`src/design/fdl_pkg.sv`:
```
`default_nettype none

package fdl_pkg;

    localparam int MAX_TERMS    = 8;
    localparam int IDX_W        = (MAX_TERMS > 1) ? $clog2(MAX_TERMS) : 1;
    localparam int CNT_W        = $clog2(MAX_TERMS + 1);
    localparam int COEF_W       = 16;
    localparam int TRIG_W       = 16;
    localparam int PROD_W       = COEF_W + TRIG_W;
    localparam int ACC_W        = 31 + CNT_W;
    localparam int SUM_W        = 24;
    localparam int TERMS_W      = 4;
    localparam int CFG_IDX_W    = 1;

    localparam int CORDIC_STEPS = 14;
    localparam int STEP_W       = $clog2(CORDIC_STEPS);
    localparam int XY_W         = 20;
    localparam int Z_W          = 18;

    localparam logic [1:0] CMD_LOAD_DRAG = 2'd0;
    localparam logic [1:0] CMD_LOAD_LIFT = 2'd1;
    localparam logic [1:0] CMD_EVAL      = 2'd2;

    localparam logic [CFG_IDX_W-1:0] REG_DRAG_TERMS = 1'b0;
    localparam logic [CFG_IDX_W-1:0] REG_LIFT_TERMS = 1'b1;

    localparam logic [TERMS_W-1:0] TERMS_RESET = 4'd1;

    typedef struct packed {
        logic [1:0]               cmd;
        logic [2:0]               coef_index;
        logic signed [COEF_W-1:0] coef_value;
        logic signed [15:0]       angle;
    } t_in_item;

    typedef struct packed {
        logic signed [SUM_W-1:0] drag;
        logic signed [SUM_W-1:0] lift;
        logic                    saturated;
    } t_out_item;

    typedef struct packed {
        logic signed [TRIG_W-1:0] cos_v;
        logic signed [TRIG_W-1:0] sin_v;
    } t_trig;

    typedef struct packed {
        logic clr;
        logic en;
        logic sel_lift;
    } t_mac_ctl;

    typedef enum logic [1:0] {
        COR_IDLE,
        COR_RUN,
        COR_ROUND
    } t_cor_state;

    typedef enum logic [2:0] {
        ST_IDLE,
        ST_START,
        ST_TRIG,
        ST_MUL_D,
        ST_MUL_L,
        ST_DRAIN,
        ST_FIN
    } t_state;

    // atan(2^-k) in binary-angle units, 65536 per turn
    function automatic logic signed [Z_W-1:0] atan_tab(input logic [STEP_W-1:0] k);
        logic signed [Z_W-1:0] v;
        case (k)
            4'd0:    v = 18'sd8192;
            4'd1:    v = 18'sd4836;
            4'd2:    v = 18'sd2555;
            4'd3:    v = 18'sd1297;
            4'd4:    v = 18'sd651;
            4'd5:    v = 18'sd326;
            4'd6:    v = 18'sd163;
            4'd7:    v = 18'sd81;
            4'd8:    v = 18'sd41;
            4'd9:    v = 18'sd20;
            4'd10:   v = 18'sd10;
            4'd11:   v = 18'sd5;
            4'd12:   v = 18'sd3;
            4'd13:   v = 18'sd1;
            default: v = 18'sd0;
        endcase
        return v;
    endfunction

endpackage

`default_nettype wire

```
`src/design/fdl_cordic.sv`:
```
`default_nettype none

module fdl_cordic import fdl_pkg::*; (
    input  wire logic        i_clk,
    input  wire logic        i_rst_n,
    input  wire logic        i_start,
    input  wire logic [15:0] i_phase,
    output logic             o_done,
    output t_trig            o_trig
);

    localparam logic [15:0] PH_0   = 16'h0000;
    localparam logic [15:0] PH_90  = 16'h4000;
    localparam logic [15:0] PH_180 = 16'h8000;
    localparam logic [15:0] PH_270 = 16'hC000;

    localparam logic signed [XY_W-1:0]   GAIN    = 20'sd39797;
    localparam logic signed [XY_W-1:0]   XY_TWO  = 20'sd2;
    localparam logic signed [XY_W-1:0]   UNIT_XY = 20'sd16384;
    localparam logic signed [TRIG_W-1:0] UNIT    = 16'sd16384;
    localparam logic [STEP_W-1:0]        LAST    = STEP_W'(CORDIC_STEPS - 1);

    t_cor_state r_state, n_state;

    logic signed [XY_W-1:0] r_x, r_y;
    logic signed [Z_W-1:0]  r_z;
    logic [STEP_W-1:0]      r_step;
    logic                   r_flip;
    logic                   r_done;
    t_trig                  r_trig;

    logic                   w_load, w_iter, w_round;
    logic                   w_special, w_flip;
    logic [15:0]            w_zp;
    t_trig                  w_spec_trig;
    logic signed [XY_W-1:0] w_dx, w_dy, w_xs, w_ys, w_xr, w_yr;
    logic signed [TRIG_W-1:0] w_xc, w_yc;

    always_comb begin
        n_state = r_state;
        case (r_state)
            COR_IDLE:  if (i_start && !w_special) n_state = COR_RUN;
            COR_RUN:   if (r_step == LAST) n_state = COR_ROUND;
            COR_ROUND: n_state = COR_IDLE;
            default:   n_state = COR_IDLE;
        endcase
    end

    always_comb begin
        w_load  = (r_state == COR_IDLE) && i_start;
        w_iter  = (r_state == COR_RUN);
        w_round = (r_state == COR_ROUND);
    end

    // quadrant points are exact and skip the rotator
    always_comb begin
        w_special   = 1'b1;
        w_spec_trig = '0;
        case (i_phase)
            PH_0:    w_spec_trig = '{cos_v: UNIT,  sin_v: '0};
            PH_90:   w_spec_trig = '{cos_v: '0,    sin_v: UNIT};
            PH_180:  w_spec_trig = '{cos_v: -UNIT, sin_v: '0};
            PH_270:  w_spec_trig = '{cos_v: '0,    sin_v: -UNIT};
            default: w_special   = 1'b0;
        endcase
        w_flip = (i_phase >= PH_90) && (i_phase < PH_270);
        w_zp   = w_flip ? (i_phase + PH_180) : i_phase;
    end

    always_comb begin
        w_dx = r_y >>> r_step;
        w_dy = r_x >>> r_step;
        w_xs = r_x + XY_TWO;
        w_ys = r_y + XY_TWO;
        w_xr = w_xs >>> 2;
        w_yr = w_ys >>> 2;
        if (w_xr > UNIT_XY)       w_xc = UNIT;
        else if (w_xr < -UNIT_XY) w_xc = -UNIT;
        else                      w_xc = TRIG_W'(w_xr);
        if (w_yr > UNIT_XY)       w_yc = UNIT;
        else if (w_yr < -UNIT_XY) w_yc = -UNIT;
        else                      w_yc = TRIG_W'(w_yr);
    end

    always_ff @(posedge i_clk) begin
        if (!i_rst_n) begin
            r_state <= COR_IDLE;
            r_done  <= 1'b0;
        end else begin
            r_state <= n_state;
            r_done  <= (w_load && w_special) || w_round;
        end
    end

    always_ff @(posedge i_clk) begin
        if (w_load) begin
            if (w_special) begin
                r_trig <= w_spec_trig;
            end else begin
                r_x    <= GAIN;
                r_y    <= '0;
                r_z    <= Z_W'($signed(w_zp));
                r_flip <= w_flip;
                r_step <= '0;
            end
        end
        if (w_iter) begin
            if (!r_z[Z_W-1]) begin
                r_x <= r_x - w_dx;
                r_y <= r_y + w_dy;
                r_z <= r_z - atan_tab(r_step);
            end else begin
                r_x <= r_x + w_dx;
                r_y <= r_y - w_dy;
                r_z <= r_z + atan_tab(r_step);
            end
            r_step <= r_step + STEP_W'(1);
        end
        if (w_round) begin
            r_trig.cos_v <= r_flip ? -w_xc : w_xc;
            r_trig.sin_v <= r_flip ? -w_yc : w_yc;
        end
    end

    assign o_done = r_done;
    assign o_trig = r_trig;

endmodule

`default_nettype wire

```
`src/design/fdl_mac.sv`:
```
`default_nettype none

module fdl_mac import fdl_pkg::*; (
    input  wire logic                     i_clk,
    input  wire logic                     i_rst_n,
    input  wire t_mac_ctl                 i_ctl,
    input  wire logic signed [COEF_W-1:0] i_coef,
    input  wire logic signed [TRIG_W-1:0] i_trig,
    output logic signed [ACC_W-1:0]       o_drag_acc,
    output logic signed [ACC_W-1:0]       o_lift_acc
);

    logic signed [PROD_W-1:0] r_prod;
    logic                     r_pvld;
    logic                     r_psel;
    logic signed [ACC_W-1:0]  r_dacc, r_lacc;

    always_ff @(posedge i_clk) begin
        if (!i_rst_n) begin
            r_pvld <= 1'b0;
        end else begin
            r_pvld <= i_ctl.en;
        end
    end

    // product is registered, then added on the next cycle
    always_ff @(posedge i_clk) begin
        if (i_ctl.en) begin
            r_prod <= i_coef * i_trig;
            r_psel <= i_ctl.sel_lift;
        end
        if (i_ctl.clr) begin
            r_dacc <= '0;
            r_lacc <= '0;
        end else if (r_pvld) begin
            if (r_psel) r_lacc <= r_lacc + ACC_W'(r_prod);
            else        r_dacc <= r_dacc + ACC_W'(r_prod);
        end
    end

    assign o_drag_acc = r_dacc;
    assign o_lift_acc = r_lacc;

endmodule

`default_nettype wire

```
`src/design/fourier_drag_lift_evaluator_unit.sv`:
```
// Evaluate item: per harmonic, one CORDIC pass of 14 rotations plus start, round and
//   drag and lift multiply states; a harmonic phase that is a quadrant point skips the
//   rotations. Harmonics = max(drag_terms, lift_terms), each clipped to MAX_TERMS.
// Load items and ignored commands are taken without leaving the idle state. One item in
//   flight at a time; the result register frees the input side while a result waits.
// Synchronous active-low reset clears control and sets both term counts to 1;
//   coefficient stores are not cleared.
`default_nettype none

module fourier_drag_lift_evaluator_unit import fdl_pkg::*; (
    input  wire logic                  i_clk,
    input  wire logic                  i_rst_n,
    input  wire logic                  i_in_valid,
    output logic                       o_in_ready,
    input  wire t_in_item              i_in_item,
    output logic                       o_out_valid,
    input  wire logic                  i_out_ready,
    output t_out_item                  o_out_item,
    input  wire logic                  i_cfg_we,
    input  wire logic [CFG_IDX_W-1:0]  i_cfg_index,
    input  wire logic [TERMS_W-1:0]    i_cfg_wdata
);

    localparam logic signed [ACC_W-1:0] HALF_LSB = ACC_W'(8192);
    localparam logic signed [ACC_W-1:0] SUM_MAX  = ACC_W'(8388607);
    localparam logic signed [ACC_W-1:0] SUM_MIN  = -ACC_W'(8388608);
    localparam int FRAC_DROP = 14;

    t_state r_state, n_state;

    logic [TERMS_W-1:0]        r_drag_terms, r_lift_terms;
    logic signed [COEF_W-1:0]  r_drag_mem [MAX_TERMS];
    logic signed [COEF_W-1:0]  r_lift_mem [MAX_TERMS];
    logic signed [COEF_W-1:0]  r_dcoef, r_lcoef;
    logic [15:0]               r_angle, r_phase;
    logic [CNT_W-1:0]          r_i, r_n, r_nd, r_nl;
    logic                      r_out_valid;
    t_out_item                 r_out_item;

    logic                      w_in_acc, w_eval, w_load_ok, w_out_free;
    logic [IDX_W-1:0]          w_widx;
    logic [CNT_W-1:0]          w_nd, w_nl, w_n;
    logic                      w_cor_start, w_cor_done;
    t_trig                     w_trig;
    t_mac_ctl                  w_mac_ctl;
    logic signed [COEF_W-1:0]  w_mac_coef;
    logic signed [TRIG_W-1:0]  w_mac_trig;
    logic signed [ACC_W-1:0]   w_dacc, w_lacc, w_dsum, w_lsum, w_dr, w_lr;
    logic signed [SUM_W-1:0]   w_dfin, w_lfin;
    logic                      w_dsat, w_lsat;

    assign w_in_acc   = i_in_valid && o_in_ready;
    assign w_eval     = w_in_acc && (i_in_item.cmd == CMD_EVAL);
    assign w_load_ok  = 32'(i_in_item.coef_index) < MAX_TERMS;
    assign w_widx     = IDX_W'(i_in_item.coef_index);
    assign w_out_free = !r_out_valid || i_out_ready;

    always_comb begin
        w_nd = (32'(r_drag_terms) > MAX_TERMS) ? CNT_W'(MAX_TERMS) : CNT_W'(r_drag_terms);
        w_nl = (32'(r_lift_terms) > MAX_TERMS) ? CNT_W'(MAX_TERMS) : CNT_W'(r_lift_terms);
        w_n  = (w_nd > w_nl) ? w_nd : w_nl;
    end

    always_comb begin
        n_state = r_state;
        case (r_state)
            ST_IDLE:  if (w_eval) n_state = (w_n == '0) ? ST_FIN : ST_START;
            ST_START: n_state = ST_TRIG;
            ST_TRIG:  if (w_cor_done) n_state = ST_MUL_D;
            ST_MUL_D: n_state = ST_MUL_L;
            ST_MUL_L: n_state = (r_i + CNT_W'(1) == r_n) ? ST_DRAIN : ST_START;
            ST_DRAIN: n_state = ST_FIN;
            ST_FIN:   if (w_out_free) n_state = ST_IDLE;
            default:  n_state = ST_IDLE;
        endcase
    end

    always_comb begin
        o_in_ready         = (r_state == ST_IDLE);
        w_cor_start        = (r_state == ST_START);
        w_mac_ctl.clr      = w_eval;
        w_mac_ctl.en       = ((r_state == ST_MUL_D) && (r_i < r_nd))
                          || ((r_state == ST_MUL_L) && (r_i < r_nl));
        w_mac_ctl.sel_lift = (r_state == ST_MUL_L);
        w_mac_coef         = (r_state == ST_MUL_L) ? r_lcoef : r_dcoef;
        w_mac_trig         = (r_state == ST_MUL_L) ? w_trig.sin_v : w_trig.cos_v;
    end

    fdl_cordic u_cordic (
        .i_clk   (i_clk),
        .i_rst_n (i_rst_n),
        .i_start (w_cor_start),
        .i_phase (r_phase),
        .o_done  (w_cor_done),
        .o_trig  (w_trig)
    );

    fdl_mac u_mac (
        .i_clk      (i_clk),
        .i_rst_n    (i_rst_n),
        .i_ctl      (w_mac_ctl),
        .i_coef     (w_mac_coef),
        .i_trig     (w_mac_trig),
        .o_drag_acc (w_dacc),
        .o_lift_acc (w_lacc)
    );

    // round once to Q11.12, then clip
    always_comb begin
        w_dsum = w_dacc + HALF_LSB;
        w_lsum = w_lacc + HALF_LSB;
        w_dr   = w_dsum >>> FRAC_DROP;
        w_lr   = w_lsum >>> FRAC_DROP;
        w_dsat = (w_dr > SUM_MAX) || (w_dr < SUM_MIN);
        w_lsat = (w_lr > SUM_MAX) || (w_lr < SUM_MIN);
        if (w_dr > SUM_MAX)      w_dfin = SUM_W'(SUM_MAX);
        else if (w_dr < SUM_MIN) w_dfin = SUM_W'(SUM_MIN);
        else                     w_dfin = SUM_W'(w_dr);
        if (w_lr > SUM_MAX)      w_lfin = SUM_W'(SUM_MAX);
        else if (w_lr < SUM_MIN) w_lfin = SUM_W'(SUM_MIN);
        else                     w_lfin = SUM_W'(w_lr);
    end

    always_ff @(posedge i_clk) begin
        if (!i_rst_n) begin
            r_state      <= ST_IDLE;
            r_out_valid  <= 1'b0;
            r_drag_terms <= TERMS_RESET;
            r_lift_terms <= TERMS_RESET;
        end else begin
            r_state <= n_state;
            if ((r_state == ST_FIN) && w_out_free) begin
                r_out_valid <= 1'b1;
            end else if (i_out_ready) begin
                r_out_valid <= 1'b0;
            end
            if (i_cfg_we) begin
                case (i_cfg_index)
                    REG_DRAG_TERMS: r_drag_terms <= i_cfg_wdata;
                    REG_LIFT_TERMS: r_lift_terms <= i_cfg_wdata;
                    default: ;
                endcase
            end
        end
    end

    always_ff @(posedge i_clk) begin
        if (w_in_acc && w_load_ok) begin
            if (i_in_item.cmd == CMD_LOAD_DRAG) r_drag_mem[w_widx] <= i_in_item.coef_value;
            if (i_in_item.cmd == CMD_LOAD_LIFT) r_lift_mem[w_widx] <= i_in_item.coef_value;
        end
        // fetch this harmonic's coefficients while the rotator runs
        if (r_state == ST_TRIG) begin
            r_dcoef <= r_drag_mem[r_i[IDX_W-1:0]];
            r_lcoef <= r_lift_mem[r_i[IDX_W-1:0]];
        end
    end

    always_ff @(posedge i_clk) begin
        if (w_eval) begin
            r_angle <= i_in_item.angle;
            r_phase <= '0;
            r_i     <= '0;
            r_n     <= w_n;
            r_nd    <= w_nd;
            r_nl    <= w_nl;
        end else if (r_state == ST_MUL_L) begin
            r_i     <= r_i + CNT_W'(1);
            r_phase <= r_phase + r_angle;
        end
        if ((r_state == ST_FIN) && w_out_free) begin
            r_out_item.drag      <= w_dfin;
            r_out_item.lift      <= w_lfin;
            r_out_item.saturated <= w_dsat || w_lsat;
        end
    end

    assign o_out_valid = r_out_valid;
    assign o_out_item  = r_out_item;

    a_eval_busy: assert property (@(posedge i_clk) disable iff (!i_rst_n)
        w_eval |=> !o_in_ready)
        else $error("input taken right after an evaluate item");

    a_done_in_trig: assert property (@(posedge i_clk) disable iff (!i_rst_n)
        w_cor_done |-> (r_state == ST_TRIG))
        else $error("rotator finished outside the wait state");

    a_index_bound: assert property (@(posedge i_clk) disable iff (!i_rst_n)
        (r_state != ST_IDLE) |-> (r_i <= r_n))
        else $error("harmonic index ran past the term count");

    a_fin_stall: assert property (@(posedge i_clk) disable iff (!i_rst_n)
        ((r_state == ST_FIN) && r_out_valid && !i_out_ready) |=> (r_state == ST_FIN))
        else $error("result dropped while output stalled");

endmodule

`default_nettype wire
```
`config.mk`:
```
export PLATFORM = sky130hd
export DESIGN_NAME = fourier_drag_lift_evaluator_unit
export DESIGN_NICKNAME = d
export VERILOG_FILES = /design/src/design/fdl_pkg.sv /design/src/design/fdl_cordic.sv /design/src/design/fdl_mac.sv /design/src/design/fourier_drag_lift_evaluator_unit.sv
export SDC_FILE = /design/constraint.sdc
export NUM_CORES = 2
export LEC_CHECK = 0
export BUFFER_PORTS_ARGS = -buffer_cell sky130_fd_sc_hd__buf_2
export CORE_UTILIZATION = 56
export DETAILED_ROUTE_END_ITERATION = 10
export MAX_ROUTING_LAYER = met4
export PLACE_DENSITY = 0.71
export SLEW_MARGIN = 0
export SYNTH_ARGS = -nofsm -noshare
export SYNTH_HDL_FRONTEND = slang
export SYNTH_SLANG_ARGS = --single-unit
```
`constraint.sdc`:
```
create_clock -name i_clk -period 12 [get_ports i_clk]
set_input_delay 1.8 -clock i_clk [delete_from_list [all_inputs] [get_ports i_clk]]
set_output_delay 1.8 -clock i_clk [all_outputs]
set_load 0.005 [all_outputs]
```
==> results by group <==
Worst setup path
  – CP max FO: 39
  – Slowest cell on crit path: fa_1
  – Largest delay share family, worst path: adder cells
  – Critical path endpoint category: flip-flop
  – Delay of the slowest cell on the worst path: 0.58 ns
  – CP required: 12.40 ns
  – CP Data Arrival Time: 9.10 ns
  – Most Frequent Cell on Critical Path: fa_1
  – CP Class: flip-flop to flip-flop
  – CP Launch Type: flip-flop
  – CP bufs+invs: 7

Outcome
  – Status: completed

Logic synthesis
  – Most frequent cells after synthesis: nand2_1, edfxtp_1, inv_1, nor2_1, fa_1
  – Synth Area in Compound Gates: 9.81%
  – Avg Inst Size Synth: 10.5 um^2
  – Cell Area, Synth: 44,400 um^2
  – Yosys warning total: 0
  – Post-Synth XOR/XNOR Area: 5.67%
  – Unique masters post-synth: 102
  – Top-count cell post-synth: nand2_1
  – #FFs+latches synth: 609
  – Post-synth ARST share: 0%
  – Post-synthesis mux area share: 7.94%
  – Top cell type's share of synthesized area: 33.1%
  – Post-Syn Instances: 4,241
  – Largest family of logic cells by synthesized area: adder cells
  – Seq/Total Area, Yosys: 38.5%
  – Post-Synth Adder-Cell Area: 19.1%
  – Synth top area cells: edfxtp_1, fa_1, ha_1, dfxtp_1, mux4_2
  – Largest area contributor in the netlist: edfxtp_1
  – Synth Flop Type: edfxtp_1
  – Post-Synth Simple-Gate Area: 13.9%
  – Post-synth EDFFs: 489
  – Syn_nets: 4,803

GRT
  – GR Util All Layers: 25.9%
  – Antenna violations before repair: 1
  – Congestion Overflow GR: 0
  – Number of global-route vias before repair: 30,700
  – Pin count of the biggest net entering global routing: 68
  – First-pass GRT wire length: 162,000 um

Floorplan
  – Starting Density: 56.9%
  – Top Ports: 98
  – Core region area: 78,000 um^2
  – DIE HEIGHT: 283 um
  – Die ar.: 80,400 um^2
  – Rows: 102
  – Die W: 283 um

Clocking
  – # clock sinks: 609
  – CTS tree: built
  – Post-CTS resize count: 0
  – Clock buffer depth: 3
  – TritonCTS buffer count: 69
  – Postcts setup bufs: 0
  – Worst-path clk slew: 0.07 ns
  – Root buffer cell: clkbuf_16
  – Hold-fix buffers, CTS: 0
  – Clock Latency Late Sink: 0.65 ns
  – CTS HTree Levels: 3

Route
  – DR DRC count: 0
  – Routed WL: 101,000 um
  – Wire per inst: 18.7 um
  – Vias per cell: 5.81
  – Antenna Nets Post-Route: 0
  – DR vias: 31,300
  – Detailed Routing Iterations Pass 1: 6
  – Initial drt markers: 2,345

Job
  – Maxcap violations: 0

STA
  – Minimum clock period: 8.70 ns
  – Fmax: 115 MHz
  – Worst Clk Skew: 0.0606 ns
  – Worst slew pin tran: 1.26 ns
  – Setup total negative slack: 0 ns
  – Slew Viols, Final: 0
  – Worst slew margin: 15.7%
  – Hold Vio Cnt, Final: 0
  – RSZ-0062 raised after global routing: false
  – Final setup violation count: 0
  – Period utilization: 72.5%

Placed design
  – HPWL after detailed placement: 72,700 um
  – Gpl congestion: 0.983
  – Buffers on Ports: 97

Cells and area
  – Area growth from synthesis to layout: 9.11%
  – Nets: 4,855
  – Fraction of layout cells with a size suffix above 1: 10.6%
  – Filler cells: 6,182

Hold path
  – Min-delay worst type: flip-flop to flip-flop
registers in the layout, indices dropped and copies added (netlist names), 18 cells and up, named ones only:
register          flops
u_cordic.r_z         18
r_drag_mem          128
u_cordic.r_x         20
u_cordic.o_trig      32
u_mac.o_lift_acc     35
r_lift_mem          128
u_cordic.r_y         20
u_mac.r_prod         32
u_mac.o_drag_acc     35
o_out_item           45
through the flow:
step	hold WS (ns)	instance area (um^2)	setup WS, ns	cells	utilization, %
after floorplan	0.433	44400	4.21	4241	-
after global placement	0.442	45900	3.45	5262	58.9
after detailed placement	0.449	45900	3.36	5262	58.9
after CTS	0.456	48400	3.33	5390	62.1
after global routing	0.473	48400	2.82	5391	62.1
final	0.455	48400	3.30	5391	62.1
cell families (layout without fill, tap and decap cells):
| family | Yosys count | in the layout |
|---|---|---|
| AND/OR/NAND/NOR | 1336 | 1336 |
| flip-flops | 609 | 609 |
| adder cells (fa/ha/maj) | 515 | 515 |
| other | 1 | 2 |
| XOR/XNOR | 287 | 287 |
| buffers and inverters | 586 | 695 |
| multiplexers | 212 | 212 |
| AO/OA/AOI/OAI | 695 | 695 |
placed cells by master, fill, tap and decap left out, types with 9 or more instances in the layout:
| master | netlist | final |
|---|---|---|
| mux4_2 | 96 | 96 |
| a21boi_0 | 10 | 10 |
| nand3_1 | 100 | 100 |
| clkbuf_1 | 119 | 12 |
| nand2_1 | 507 | 507 |
| a21o_1 | 56 | 56 |
| o21ai_0 | 134 | 134 |
| dfxtp_1 | 120 | 117 |
| o21ai_1 | 11 | 11 |
| nand2b_1 | 62 | 61 |
| a21oi_1 | 244 | 244 |
| nand4_1 | 30 | 30 |
| fa_1 | 268 | 268 |
| nor4_1 | 15 | 15 |
| edfxtp_1 | 489 | 489 |
| a211oi_1 | 37 | 37 |
| and4_1 | 9 | 9 |
| ha_1 | 247 | 247 |
| mux2i_1 | 56 | 56 |
| a31oi_1 | 26 | 26 |
| bufinv_16 | 0 | 11 |
| a211o_1 | 9 | 9 |
| o21a_1 | 33 | 33 |
| clkbuf_16 | 0 | 69 |
| buf_4 | 4 | 53 |
| mux2_2 | 43 | 43 |
| nor2b_1 | 37 | 35 |
| buf_2 | 14 | 97 |
| nor3_1 | 54 | 49 |
| xor2_1 | 105 | 105 |
| or3_1 | 19 | 19 |
| and2_1 | 30 | 30 |
| and3_1 | 38 | 38 |
| inv_1 | 415 | 413 |
| nor2_1 | 372 | 366 |
| o211ai_1 | 20 | 20 |
| o21bai_1 | 21 | 21 |
| xnor2_1 | 182 | 182 |
layer usage:
metal  share of wire (%)  track usage [%]  routed length (um)
met5                   0                -                   0
met4                 2.9             8.22                2940
met3                 6.4             3.35                6430
met2                  46             41.1               46700
met1                  44             34.8               44500
final timing paths:
path	start	to	slack [ns]	cells past startpoint
worst min register to register	u_mac.o_drag_acc[10]$_SDFFE_PP0P_	u_mac.o_drag_acc[10]$_SDFFE_PP0P_	0.45	2
worst max-delay path	r_state[0]$_SDFFE_PN0P_	u_mac.r_prod[30]$_DFFE_PP_	3.30	27
worst max register to register	r_state[0]$_SDFFE_PN0P_	u_mac.r_prod[30]$_DFFE_PP_	3.30	27
worst min-delay path	u_mac.o_drag_acc[10]$_SDFFE_PP0P_	u_mac.o_drag_acc[10]$_SDFFE_PP0P_	0.45	2
final cells by class:
class                           count  area, um^2  share of cell area, %
Timing Repair Buffer              150         883                   1.82
Antenna cell                        1        2.50                0.00517
Tap cell                         1040        1300                   2.69
Clock inverter                     43         688                   1.42
Clock buffer                       85        1830                   3.77
Multi-Input combinational cell   3046       25000                   51.7
Sequential cell                   609       17100                   35.3
Inverter                          417        1570                   3.24
worst reg2reg max path, stage by stage (launching register included):
cell and delay [ns]:
dfxtp_1 0.46, or3b_2 0.55, inv_2 0.49, buf_4 0.58, mux2i_1 0.27, buf_4 0.25
nor2_1 0.11, fa_1 0.58, inv_1 0.06, fa_1 0.56, fa_1 0.44, fa_1 0.52
inv_1 0.07, fa_1 0.53, inv_1 0.05, fa_1 0.53, inv_1 0.04, ha_1 0.39
a21oi_1 0.12, a22oi_1 0.18, o21ai_0 0.16, o21ai_0 0.42, a31oi_1 0.17, a21oi_1 0.38
a21o_1 0.20, a21o_1 0.13, a31oi_1 0.10, xnor2_1 0.13
Power is not shown: default switching activity piles up to over one toggle a cycle in this logic, so the estimate is an artifact.
